$ cat src/hw/rtl/three_button_debounce_navigation_macros.svh
// Assertion helpers shared by the RTL. Each expects clk_i and rst_ni in scope.
`ifndef THREE_BUTTON_DEBOUNCE_NAVIGATION_MACROS_SVH
`define THREE_BUTTON_DEBOUNCE_NAVIGATION_MACROS_SVH

// Same-cycle implication, checked outside reset.
`define TBDN_ASSERT_IMPL(label, ante, cons) \
  label: assert property (@(posedge clk_i) disable iff (!rst_ni) (ante) |-> (cons)) \
    else $error("tbdn: implication check failed");

// Next-cycle implication, checked outside reset.
`define TBDN_ASSERT_NEXT(label, ante, cons) \
  label: assert property (@(posedge clk_i) disable iff (!rst_ni) (ante) |=> (cons)) \
    else $error("tbdn: next-cycle check failed");

`endif

$ cat src/hw/rtl/tbdn_pkg.sv
package tbdn_pkg;

  localparam int unsigned TIME_W  = 32;
  localparam int unsigned DEB_W   = 16;
  localparam int unsigned NUM_BTN = 3;
  localparam int unsigned CFG_IDX_W  = 8;
  localparam int unsigned CFG_DATA_W = 16;

  // Bit positions of the buttons in the level vectors.
  localparam int unsigned BTN_LEFT   = 0;
  localparam int unsigned BTN_SELECT = 1;
  localparam int unsigned BTN_RIGHT  = 2;

  typedef enum logic [CFG_IDX_W-1:0] {
    REG_DEBOUNCE_TIME       = 8'd0,
    REG_DOUBLE_PRESS_WINDOW = 8'd1,
    REG_PANEL_ROTATED       = 8'd2,
    REG_SWAP_SETTING        = 8'd3,
    REG_NAVIGATION_BLOCKED  = 8'd4
  } tbdn_reg_e;

  typedef enum logic [1:0] {
    PWR_NONE = 2'd0,
    PWR_ON   = 2'd1,
    PWR_OFF  = 2'd2
  } tbdn_power_e;

  // Per-button status: the level held now and the level after this request.
  typedef struct packed {
    logic level;
    logic level_next;
  } tbdn_btn_t;

endpackage

$ cat src/hw/rtl/tbdn_debounce.sv
module tbdn_debounce (
  input  logic                          clk_i,
  input  logic                          rst_ni,
  input  logic                          advance_i,
  input  logic [tbdn_pkg::TIME_W-1:0]   now_ms_i,
  input  logic                          raw_i,
  input  logic [tbdn_pkg::DEB_W-1:0]    debounce_time_i,
  output tbdn_pkg::tbdn_btn_t           status_o
);
  import tbdn_pkg::*;

  logic              last_raw_q, last_raw_d;
  logic [TIME_W-1:0] change_time_q, change_time_d;
  logic              stable_q, stable_d;
  logic              raw_changed;
  logic [TIME_W-1:0] held_ms;

  always_comb begin
    raw_changed   = raw_i != last_raw_q;
    last_raw_d    = raw_i;
    change_time_d = raw_changed ? now_ms_i : change_time_q;
    // A fresh change has held for zero milliseconds.
    held_ms       = raw_changed ? '0 : (now_ms_i - change_time_q);
    stable_d      = stable_q;
    if ((raw_i != stable_q) && (held_ms >= {{(TIME_W-DEB_W){1'b0}}, debounce_time_i})) begin
      stable_d = raw_i;
    end
  end

  always_ff @(posedge clk_i or negedge rst_ni) begin
    if (!rst_ni) begin
      last_raw_q    <= 1'b0;
      change_time_q <= '0;
      stable_q      <= 1'b0;
    end else if (advance_i) begin
      last_raw_q    <= last_raw_d;
      change_time_q <= change_time_d;
      stable_q      <= stable_d;
    end
  end

  assign status_o.level      = stable_q;
  assign status_o.level_next = stable_d;

endmodule

$ cat src/hw/rtl/three_button_debounce_navigation.sv
// Debounces the left, select and right buttons from timestamped ticks and turns their
// debounced rising edges into previous/next app, dismiss and display power requests.
// A tick request is captured in an input register, evaluated there and registered as
// a result when the result register can take it; one request can be accepted in every
// cycle while in_stall_o is low: all per-tick state (raw levels, change times, stable
// levels and the last select edge time) is read and updated in a single compute stage.
// The result register is separated from the input register, so an empty input register
// still takes a request while a finished result waits on out_stall_i. Configuration
// writes are always ready and must only be issued while no request is in flight.
`include "three_button_debounce_navigation_macros.svh"

module three_button_debounce_navigation (
  input  logic                              clk_i,
  input  logic                              rst_ni,
  // Configuration write channel.
  input  logic                              cfg_valid_i,
  output logic                              cfg_ready_o,
  input  logic [tbdn_pkg::CFG_IDX_W-1:0]    cfg_index_i,
  input  logic [tbdn_pkg::CFG_DATA_W-1:0]   cfg_data_i,
  // Tick requests.
  input  logic                              in_valid_i,
  output logic                              in_stall_o,
  input  logic [tbdn_pkg::TIME_W-1:0]       now_ms_i,
  input  logic                              left_raw_i,
  input  logic                              select_raw_i,
  input  logic                              right_raw_i,
  input  logic                              display_off_i,
  // Results.
  output logic                              out_valid_o,
  input  logic                              out_stall_i,
  output logic                              left_stable_o,
  output logic                              select_stable_o,
  output logic                              right_stable_o,
  output logic                              buttons_changed_o,
  output logic                              want_previous_app_o,
  output logic                              want_next_app_o,
  output logic                              want_dismiss_o,
  output logic [1:0]                        display_power_request_o
);
  import tbdn_pkg::*;

  // Configuration registers.
  logic [DEB_W-1:0] debounce_q;
  logic [DEB_W-1:0] window_q;
  logic             rotated_q;
  logic             swap_q;
  logic             blocked_q;

  // Input stage.
  logic               s1_valid_q;
  logic [TIME_W-1:0]  s1_now_q;
  logic [NUM_BTN-1:0] s1_raw_q;
  logic               s1_doff_q;

  // Result stage.
  logic               out_valid_q;
  logic [NUM_BTN-1:0] out_stable_q;
  logic               out_changed_q;
  logic               out_prev_q;
  logic               out_next_q;
  logic               out_dismiss_q;
  tbdn_power_e        out_power_q;

  logic [TIME_W-1:0]  last_sel_q;

  logic               out_ready;
  logic               in_accept;
  logic               advance;

  tbdn_btn_t          btn [NUM_BTN];
  logic [NUM_BTN-1:0] stable_q;
  logic [NUM_BTN-1:0] stable_d;
  logic [NUM_BTN-1:0] edges;
  logic               swapped;
  logic [TIME_W-1:0]  sel_gap;
  logic               double_press;
  logic               prev_req;
  logic               next_req;
  logic               dismiss_req;
  tbdn_power_e        power_req;

  assign cfg_ready_o = 1'b1;

  always_ff @(posedge clk_i or negedge rst_ni) begin
    if (!rst_ni) begin
      debounce_q <= DEB_W'(50);
      window_q   <= DEB_W'(300);
      rotated_q  <= 1'b0;
      swap_q     <= 1'b0;
      blocked_q  <= 1'b0;
    end else if (cfg_valid_i && cfg_ready_o) begin
      unique case (cfg_index_i)
        REG_DEBOUNCE_TIME:       debounce_q <= cfg_data_i[DEB_W-1:0];
        REG_DOUBLE_PRESS_WINDOW: window_q   <= cfg_data_i[DEB_W-1:0];
        REG_PANEL_ROTATED:       rotated_q  <= cfg_data_i[0];
        REG_SWAP_SETTING:        swap_q     <= cfg_data_i[0];
        REG_NAVIGATION_BLOCKED:  blocked_q  <= cfg_data_i[0];
        default: ;
      endcase
    end
  end

  // Handshake: the input stage moves on whenever the result register is free or draining.
  assign out_ready  = !out_valid_q || !out_stall_i;
  assign advance    = s1_valid_q && out_ready;
  assign in_stall_o = s1_valid_q && !out_ready;
  assign in_accept  = in_valid_i && !in_stall_o;

  always_ff @(posedge clk_i or negedge rst_ni) begin
    if (!rst_ni) begin
      s1_valid_q  <= 1'b0;
      out_valid_q <= 1'b0;
    end else begin
      if (in_accept) begin
        s1_valid_q <= 1'b1;
      end else if (advance) begin
        s1_valid_q <= 1'b0;
      end
      if (advance) begin
        out_valid_q <= 1'b1;
      end else if (!out_stall_i) begin
        out_valid_q <= 1'b0;
      end
    end
  end

  always_ff @(posedge clk_i) begin
    if (in_accept) begin
      s1_now_q                <= now_ms_i;
      s1_raw_q[BTN_LEFT]      <= left_raw_i;
      s1_raw_q[BTN_SELECT]    <= select_raw_i;
      s1_raw_q[BTN_RIGHT]     <= right_raw_i;
      s1_doff_q               <= display_off_i;
    end
  end

  for (genvar g = 0; g < NUM_BTN; g++) begin : g_btn
    tbdn_debounce u_debounce (
      .clk_i           (clk_i),
      .rst_ni          (rst_ni),
      .advance_i       (advance),
      .now_ms_i        (s1_now_q),
      .raw_i           (s1_raw_q[g]),
      .debounce_time_i (debounce_q),
      .status_o        (btn[g])
    );
  end

  always_comb begin
    for (int i = 0; i < NUM_BTN; i++) begin
      stable_q[i] = btn[i].level;
      stable_d[i] = btn[i].level_next;
    end
    edges        = stable_d & ~stable_q;
    swapped      = rotated_q ^ swap_q;
    sel_gap      = s1_now_q - last_sel_q;
    double_press = sel_gap <= {{(TIME_W-DEB_W){1'b0}}, window_q};

    prev_req    = 1'b0;
    next_req    = 1'b0;
    dismiss_req = edges[BTN_SELECT];
    power_req   = PWR_NONE;
    if (!blocked_q) begin
      if (edges[BTN_LEFT]) begin
        if (swapped) next_req = 1'b1;
        else prev_req = 1'b1;
      end
      if (edges[BTN_RIGHT]) begin
        if (swapped) prev_req = 1'b1;
        else next_req = 1'b1;
      end
      if (edges[BTN_SELECT] && double_press) begin
        power_req = s1_doff_q ? PWR_ON : PWR_OFF;
      end
    end
  end

  // The select edge time is recorded whether or not navigation is blocked.
  always_ff @(posedge clk_i or negedge rst_ni) begin
    if (!rst_ni) begin
      last_sel_q <= '0;
    end else if (advance && edges[BTN_SELECT]) begin
      last_sel_q <= s1_now_q;
    end
  end

  always_ff @(posedge clk_i) begin
    if (advance) begin
      out_stable_q  <= stable_d;
      out_changed_q <= stable_d != stable_q;
      out_prev_q    <= prev_req;
      out_next_q    <= next_req;
      out_dismiss_q <= dismiss_req;
      out_power_q   <= power_req;
    end
  end

  assign out_valid_o             = out_valid_q;
  assign left_stable_o           = out_stable_q[BTN_LEFT];
  assign select_stable_o         = out_stable_q[BTN_SELECT];
  assign right_stable_o          = out_stable_q[BTN_RIGHT];
  assign buttons_changed_o       = out_changed_q;
  assign want_previous_app_o     = out_prev_q;
  assign want_next_app_o         = out_next_q;
  assign want_dismiss_o          = out_dismiss_q;
  assign display_power_request_o = out_power_q;

  `TBDN_ASSERT_IMPL(a_power_needs_dismiss, out_valid_o && (out_power_q != PWR_NONE), want_dismiss_o)
  `TBDN_ASSERT_IMPL(a_dismiss_needs_select, out_valid_o && want_dismiss_o, select_stable_o && buttons_changed_o)
  `TBDN_ASSERT_IMPL(a_blocked_no_nav, out_valid_o && blocked_q, !want_previous_app_o && !want_next_app_o)
  `TBDN_ASSERT_NEXT(a_stall_holds_item, in_stall_o, s1_valid_q)

endmodule
$ cat config.mk
export PLATFORM = sky130hd
export DESIGN_NAME = three_button_debounce_navigation
export DESIGN_NICKNAME = d
export VERILOG_FILES = /design/src/hw/rtl/tbdn_pkg.sv /design/src/hw/rtl/tbdn_debounce.sv /design/src/hw/rtl/three_button_debounce_navigation.sv
export VERILOG_INCLUDE_DIRS = /design/src /design/src/hw/rtl
export SDC_FILE = /design/constraint.sdc
export NUM_CORES = 1
export LEC_CHECK = 0
export BUFFER_PORTS_ARGS = -buffer_cell sky130_fd_sc_hd__buf_2
export CAP_MARGIN = 20
export CORE_ASPECT_RATIO = 1.4
export CORE_UTILIZATION = 38
export CTS_CLUSTER_DIAMETER = 40
export DETAILED_ROUTE_END_ITERATION = 8
export PLACE_DENSITY_LB_ADDON = 0.2
export SLEW_MARGIN = 20
export SYNTH_ARGS = -nofsm -noshare
export SYNTH_HDL_FRONTEND = slang
export SYNTH_HIERARCHICAL = 1
export SYNTH_SLANG_ARGS = --single-unit
$ cat constraint.sdc
create_clock -name clk_i -period 6.21 [get_ports clk_i]
set_clock_uncertainty 0.05 [all_clocks]
set_input_delay 1.242 -clock clk_i [delete_from_list [all_inputs] [get_ports clk_i]]
set_output_delay 1.242 -clock clk_i [all_outputs]
set_load 0.02 [all_outputs]
; After elaboration in Yosys (flattened, before gate mapping)
; Index checks and enable logic that the tools add are counted.
; W data, S select, Z words.
[op_classes]
n_shift = 0
n_bitwise = 4
mul = 0
n_addsub = 4
magnitude_cmp = 4
reduce_logical = 24
muxes = 19
eq_ne = 12
n_div = 0
[ops]
columns = operator, count
row1 = $sub A32 B32 Y32, 4
row2 = $ge A32 B16 Y1, 3
row3 = $mux W32, 3
row4 = $le A32 B16 Y1, 1
row5 = $eq A8 B2 Y1 const B, 2
row6 = $reduce_and A2 Y1, 8
row7 = $mux W1, 15
row8 = $eq A8 B1 Y1 const B, 1
row9 = $eq A8 B3 Y1 const B, 1
row10 = $logic_and A1 B1 Y1, 8
row11 = $logic_not A8 Y1, 1
row12 = $ne A1 B1 Y1, 6
row13 = $logic_not A1 Y1, 4
row14 = $and A3 B3 Y3, 1
row15 = $ne A3 B3 Y1, 1
row16 = $not A3 Y3, 1
row17 = $mux W2, 1
row18 = $ne A2 B1 Y1 const B, 1
row19 = $reduce_bool A2 Y1, 1
row20 = $reduce_or A2 Y1, 1
row21 = $logic_or A1 B1 Y1, 1
row22 = $not A1 Y1, 1
row23 = $xor A1 B1 Y1, 1
[word_totals]
n_memories = 0
ram_bits = 0
in_bits = 65
reg_bits = 216
mem_bits_ro = 0
output_inout_bits = 12
latch_bits = 0

; Logic depth before layout (Yosys ltp)
[logic_depth]
depth_word = 9
mapped_depth = 29
depth_no_buf = 28

; Cells and area by module
; Netlist, hierarchy kept.
[modules_own_cells]
columns = mod, cells_each, n_inst, area_per_inst_um2
row1 = tbdn_debounce (g_btn[1].u_debounce ...), 508, 2, 4055.1
row2 = three_button_debounce_navigation, 631, 1, 6647.6
row3 = tbdn_debounce (g_btn[0].u_debounce), 498, 1, 4016.4

; Worst setup path before layout
; Ideal clock, no wire load.
[synth_timing]
kind = reg2reg
from = register s1_now_q[0]
to = register out_power_q[0] (netlist: display_power_request_o[0]), data pin
t_arrival_ns = 5.198
path_stages_with_launch = 24
t_required_ns = 5.984
n_path_buf = 1
setup_time_ns = 0.176
slack_ns = 0.786
synth_period_minus_slack_ns = 5.424
cell_sequence = edfxtp_1 > inv_1 > ha_1 > fa_1 > and2b_4 > o2111ai_4 > a2111oi_4 > o21ai_2 > and3_1 > or4_1 > or4_4 > nor4_4 > o32ai_1 > a211oi_1 > buf_4 > ha_1 > inv_1 > a211oi_1 > o2111ai_1 > a2111oi_2 > o211ai_1 > a211oi_2 > nand4_1 > nor4_1
[synth_between]
elab_chain_cells = 9
elab_cells_between_ends = 11
[synth_lines]
columns = element, line_no
row1 = start: declaration, three_button_debounce_navigation.sv:51  ; logic [TIME_W-1:0] s1_now_q;
row2 = start signal: assignment, three_button_debounce_navigation.sv:129  ; s1_now_q <= now_ms_i;
row3 = $sub A32 B32 Y32, tbdn_debounce.sv:23  ; held_ms = raw_changed ? '0 : (now_ms_i - change_time_q);
row4 = $mux W32, tbdn_debounce.sv:23
row5 = $ge A32 B16 Y1, tbdn_debounce.sv:25  ; if ((raw_i != stable_q) && (held_ms >= {{(TIME_W-DEB_W){1'b0}}, debounce_time_i})) begin
row6 = $logic_and A1 B1 Y1, tbdn_debounce.sv:25
row7 = $mux W1, tbdn_debounce.sv:25
row8 = via g_btn[1].u_debounce.stable_d, tbdn_debounce.sv:14  ; logic stable_q, stable_d;
row9 = $and A3 B3 Y3, three_button_debounce_navigation.sv:154  ; edges = stable_d & ~stable_q;
row10 = via edges[1], three_button_debounce_navigation.sv:73  ; logic [NUM_BTN-1:0] edges;
row11 = $logic_and A1 B1 Y1, three_button_debounce_navigation.sv:172  ; if (edges[BTN_SELECT] && double_press) begin
row12 = $not A1 Y1 (no source line), n/a
row13 = $reduce_or A2 Y1 (no source line), n/a
row14 = end signal: assignment, three_button_debounce_navigation.sv:194  ; out_power_q <= power_req;
row15 = end: declaration, three_button_debounce_navigation.sv:62  ; tbdn_power_e out_power_q;
; The timed path passes the listed nets, and every way through them passes these cells.
; A chain may end at the register's enable or synchronous reset.

==> key figures <==
Timing
  – Number of hold violations in the final report: 0
  – Post-route clock period utilization: 92.4%
  – Timing-limited maximum frequency: 174 MHz
  – Worst slew slack as a fraction of its limit: 42.2%
  – Transition time at the pin with the least slew margin: 0.867 ns
  – Post-route setup TNS: 0 ns
  – Final setup violation count: 0
  – Min cycle time layout: 5.74 ns
  – Setup repair after global routing missed its margin: no
  – Final Max Tran Viols: 0

Finish
  – Area used by sequential logic in the layout: 5640 um2
  – Final instance area: 21400 um2
  – Share of the core filled with cells in the final layout: 43.8%
  – Multi-input logic area: 11900 um2
  – Number of antenna diodes: 0
  – Area added between synthesis and finish: 14.1%
  – Fraction of final layout cells with drive strength greater than 1: 18.8%
  – Filler cell count: 4878
  – Total number of nets in the final design: 2491

CTS
  – Hold-fix buffer count after cts: 0
  – Worst-Skew Late Latency: 0.56 ns
  – Sink Count: 216
  – Clock tree buffer depth: 3
  – H-tree lvl count: 2
  – Worst-path clk slew: 0.05 ns
  – Number of CTS-inserted buffers: 41
  – CTS tree: yes
  – Cell at the root of the clock tree: sky130_fd_sc_hd__clkbuf_16

Route
  – Wire length per cell after detailed routing: 19.4 um
  – DRC violations left: 0
  – DR pass1 iterations: 5
  – Vias after detailed routing: 16300
  – Post-DRT Antenna Nets: 0
  – Total wirelength of the detailed-routed design: 56.4 mm
  – Detailed router's first-iteration violation count: 1019
  – Via density per instance: 5.62

Logic synthesis
  – Most instantiated library cell after synthesis: sky130_fd_sc_hd__inv_1
  – Post-synthesis sequential area ratio: 30.0%
  – Area fraction of the dominant cell type after synthesis: 21.9%
  – Yosys Warn Count: 6
  – Synth Area per Inst: 8.75 um2
  – Synth top area cells: sky130_fd_sc_hd__dfrtp_1 (22%), sky130_fd_sc_hd__ha_1 (13%), sky130_fd_sc_hd__mux2_2 (8.6%)
  – #FFs+latches synth: 216
  – Gate Count Post-Synth: 2145
  – Most instantiated flip-flop cell in the synthesis netlist: sky130_fd_sc_hd__dfrtp_1
  – Post-synthesis async set-or-reset flop share: 79.2%
  – Distinct cell type count after synthesis: 102
  – Mapped Area: 18800 um2
  – Post-Syn Nets: 2405
  – EDFF count, synth: 45
  – Library cell occupying the most area in the post-synthesis netlist: sky130_fd_sc_hd__dfrtp_1
  – List of most frequent post-synthesis cells: sky130_fd_sc_hd__inv_1 (230), sky130_fd_sc_hd__ha_1 (191), sky130_fd_sc_hd__nand2_1 (165)

Pwr
  – Gate power share: 57.9%
  – Clk network pwr share: 22.2%
  – Power density over the cells: 488 nW/um2
  – Switching part of the total power: 43.8%
  – Switching Power: 4580 uW
  – Leakage power: 0.00951 uW
  – Part of the total power dissipated in sequential elements: 20.0%
  – Maximum ir drop on the vdd rail: 0.257 mV
  – Power Internal: 5870 uW

Worst setup path
  – WP data arrival: 6.04 ns
  – Critical path class: reg2reg
  – Worst r2r src: s1_now_q[0]$_DFFE_PP_
  – Required time of the worst setup path: 6.51 ns
  – Critical path capture point type: flip-flop
  – Slack of the worst reg-to-reg path: 0.47 ns
  – Startpoint type of the worst setup path: flip-flop
  – Logic depth of the worst register-to-register path: 23
  – Largest fanout of any net on the critical path: 3
  – Reg-to-Reg End: display_power_request_o[0]$_SDFFCE_PP0P_
  – Worst setup path end: display_power_request_o[0]$_SDFFCE_PP0P_
  – Crit path launch: s1_now_q[0]$_DFFE_PP_

Global route
  – First-pass GRT wire length: 87.8 mm
  – Vias in the first global route: 15800
  – Met3 layer usage reported by global route: 2.63%
  – Initial antenna violation count: 1
  – Global-route usage over all layers: 22.3%
  – Most utilized layer in the global route result: met2
  – Met2 global-route usage: 39.3%
  – Largest net degree at the start of global routing: 100
  – Total gr overflow: 0
  – Grt met1 use: 27.8%

Die
  – Standard-cell row count: 96
  – Die extent in y: 265 um
  – Die X-Extent: 190 um
  – Die Footprint: 50300 um2
  – # IOs: 77
  – Starting density of the core: 38.4%
  – Core ar.: 48900 um2

Placed design
  – Post-place instance area: 19900 um2
  – Routability congestion estimate: 0.895
  – Total half-perimeter wirelength after legalization and detailed placement: 45.0 mm
  – Count of input and output buffers: 75

Hold path
  – Classification of the worst-slack hold path: reg2reg

Job
  – Max-cap viol count: 0

Outcome
  – Status: completed
==> through the flow <==
| stage | setup WS [ns] | power, uW | hold WS (ns) | cells |
|---|---|---|---|---|
| final | 0.472 | 10500 | 0.440 | 2900 |
| after CTS | 0.0532 | 10500 | 0.440 | 2895 |
| after floorplan | 0.786 | 6680 | 0.399 | 2145 |
| after detailed placement | 0.0159 | 8070 | 0.427 | 2820 |
| after global placement | 0.325 | 7990 | 0.416 | 2820 |
| after global routing | 0.0209 | 11300 | 0.460 | 2900 |
==> power by group through the flow <==
| stage | combinational, uW | sequential (uW) | clock, uW |
|---|---|---|---|
| after global routing | 6720 | 2140 | 2440 |
| after floorplan | 4600 | 2080 | 0 |
| final | 6050 | 2090 | 2320 |
| after global placement | 5900 | 2090 | 0 |
| after CTS | 6000 | 2090 | 2380 |
| after detailed placement | 5960 | 2110 | 0 |
==> kinds of logic (layout without fill, tap and decap cells) <==
| logic type | after synthesis | in the layout | synth area share [%] |
|---|---|---|---|
| xor gates and xnor gates | 72 | 72 | 3.36 |
| muxes | 155 | 155 | 9.22 |
| and+or+nand+nor | 626 | 626 | 16.7 |
| adders and majority gates | 195 | 195 | 13.2 |
| DFF | 216 | 216 | 30.0 |
| other | 1 | 1 | 0.0200 |
| AOI/OAI and AO/OA | 568 | 568 | 20.8 |
| buffers and inverters | 312 | 430 | 6.68 |
==> routing by layer <==
| metal | vias to the layer above | wire length (um) |
|---|---|---|
| met5 | - | 0 |
| met4 | 0 | 1850 |
| met3 | 92 | 1930 |
| met2 | 362 | 28000 |
| met1 | 7923 | 24700 |
| li1 | 7920 | - |
==> timing repair <==
item / 4_1_cts / 5_1_grt
endpoints found under the hold margin: 0 / 0
buffers inserted: 0 / 5
resized for setup: 1 / 11
endpoints found under the setup margin: 1 / 2
pin swaps: 0 / 5
==> sequential cells by signal, indices dropped and copies added (netlist names), 3 cells and up <==
register / cells
last_sel_q: 32
out_stable_q: 3
g_btn.u_debounce/stable_q: 3
s1_now_q: 32
g_btn.u_debounce/change_time_q: 96
window_q: 16
s1_raw_q: 3
debounce_q: 16
g_btn.u_debounce/last_raw_q: 3
==> critical path, cell delays in order (launching register included) <==
cell	delay (ns)
sky130_fd_sc_hd__edfxtp_1	0.35
sky130_fd_sc_hd__inv_1	0.06
sky130_fd_sc_hd__ha_1	0.22
sky130_fd_sc_hd__fa_1	0.38
sky130_fd_sc_hd__and2b_4	0.29
sky130_fd_sc_hd__o2111ai_4	0.15
sky130_fd_sc_hd__a2111oi_4	0.35
sky130_fd_sc_hd__buf_4	0.18
sky130_fd_sc_hd__o21ai_2	0.05
sky130_fd_sc_hd__and3_1	0.18
sky130_fd_sc_hd__or4_1	0.50
sky130_fd_sc_hd__or4_4	0.44
sky130_fd_sc_hd__nor4_4	0.23
sky130_fd_sc_hd__o32ai_1	0.17
sky130_fd_sc_hd__a211oi_2	0.22
sky130_fd_sc_hd__ha_2	0.25
sky130_fd_sc_hd__inv_1	0.04
sky130_fd_sc_hd__a211oi_1	0.18
sky130_fd_sc_hd__o2111ai_1	0.17
sky130_fd_sc_hd__a2111oi_2	0.25
sky130_fd_sc_hd__o211ai_1	0.15
sky130_fd_sc_hd__a211oi_2	0.20
sky130_fd_sc_hd__nand4_1	0.18
sky130_fd_sc_hd__nor4_2	0.28
==> area by class of cell <==
cell class / count / area share (%)
timing repair buffer: 125 / 3.59
sequential: 216 / 26.3
multi-input combinational: 1617 / 55.7
tap: 637 / 3.72
inverter: 230 / 4.03
clock buffer: 50 / 5.05
clock inverter: 25 / 1.57
==> worst min-delay path by stage <==
| stage | startpoint | endpoint | slack, ns | cells after the start |
|---|---|---|---|---|
| after floorplan | s1_valid_q$_DFFE_PN0P_ | out_valid_o$_DFFE_PN0P_ | 0.40 | 1 |
| after global placement | s1_valid_q$_DFFE_PN0P_ | out_valid_o$_DFFE_PN0P_ | 0.42 | 1 |
| after detailed placement | s1_valid_q$_DFFE_PN0P_ | out_valid_o$_DFFE_PN0P_ | 0.43 | 1 |
| after CTS | g_btn[2].u_debounce/change_time_q[0]$_DFFE_PN0P_ | g_btn[2].u_debounce/change_time_q[0]$_DFFE_PN0P_ | 0.44 | 2 |
| after global routing | g_btn[0].u_debounce/change_time_q[9]$_DFFE_PN0P_ | g_btn[0].u_debounce/change_time_q[9]$_DFFE_PN0P_ | 0.46 | 1 |
| final | s1_valid_q$_DFFE_PN0P_ | out_valid_o$_DFFE_PN0P_ | 0.44 | 1 |
==> placed cells by master, fill, tap and decap left out, drive strengths merged, types with 34 or more instances in the layout <==
cell	synthesis	final
ha	191	191
dfrtp	164	164
nand4	50	50
edfxtp	45	45
buf	27	125
mux2	143	143
clkbuf	55	50
o21ai	133	133
xnor2	38	38
a21o	45	45
xor2	34	34
inv	230	238
nand2	166	166
nand3	51	51
nor2	162	162
a21oi	161	161
(Power assumes the default switching activity.)
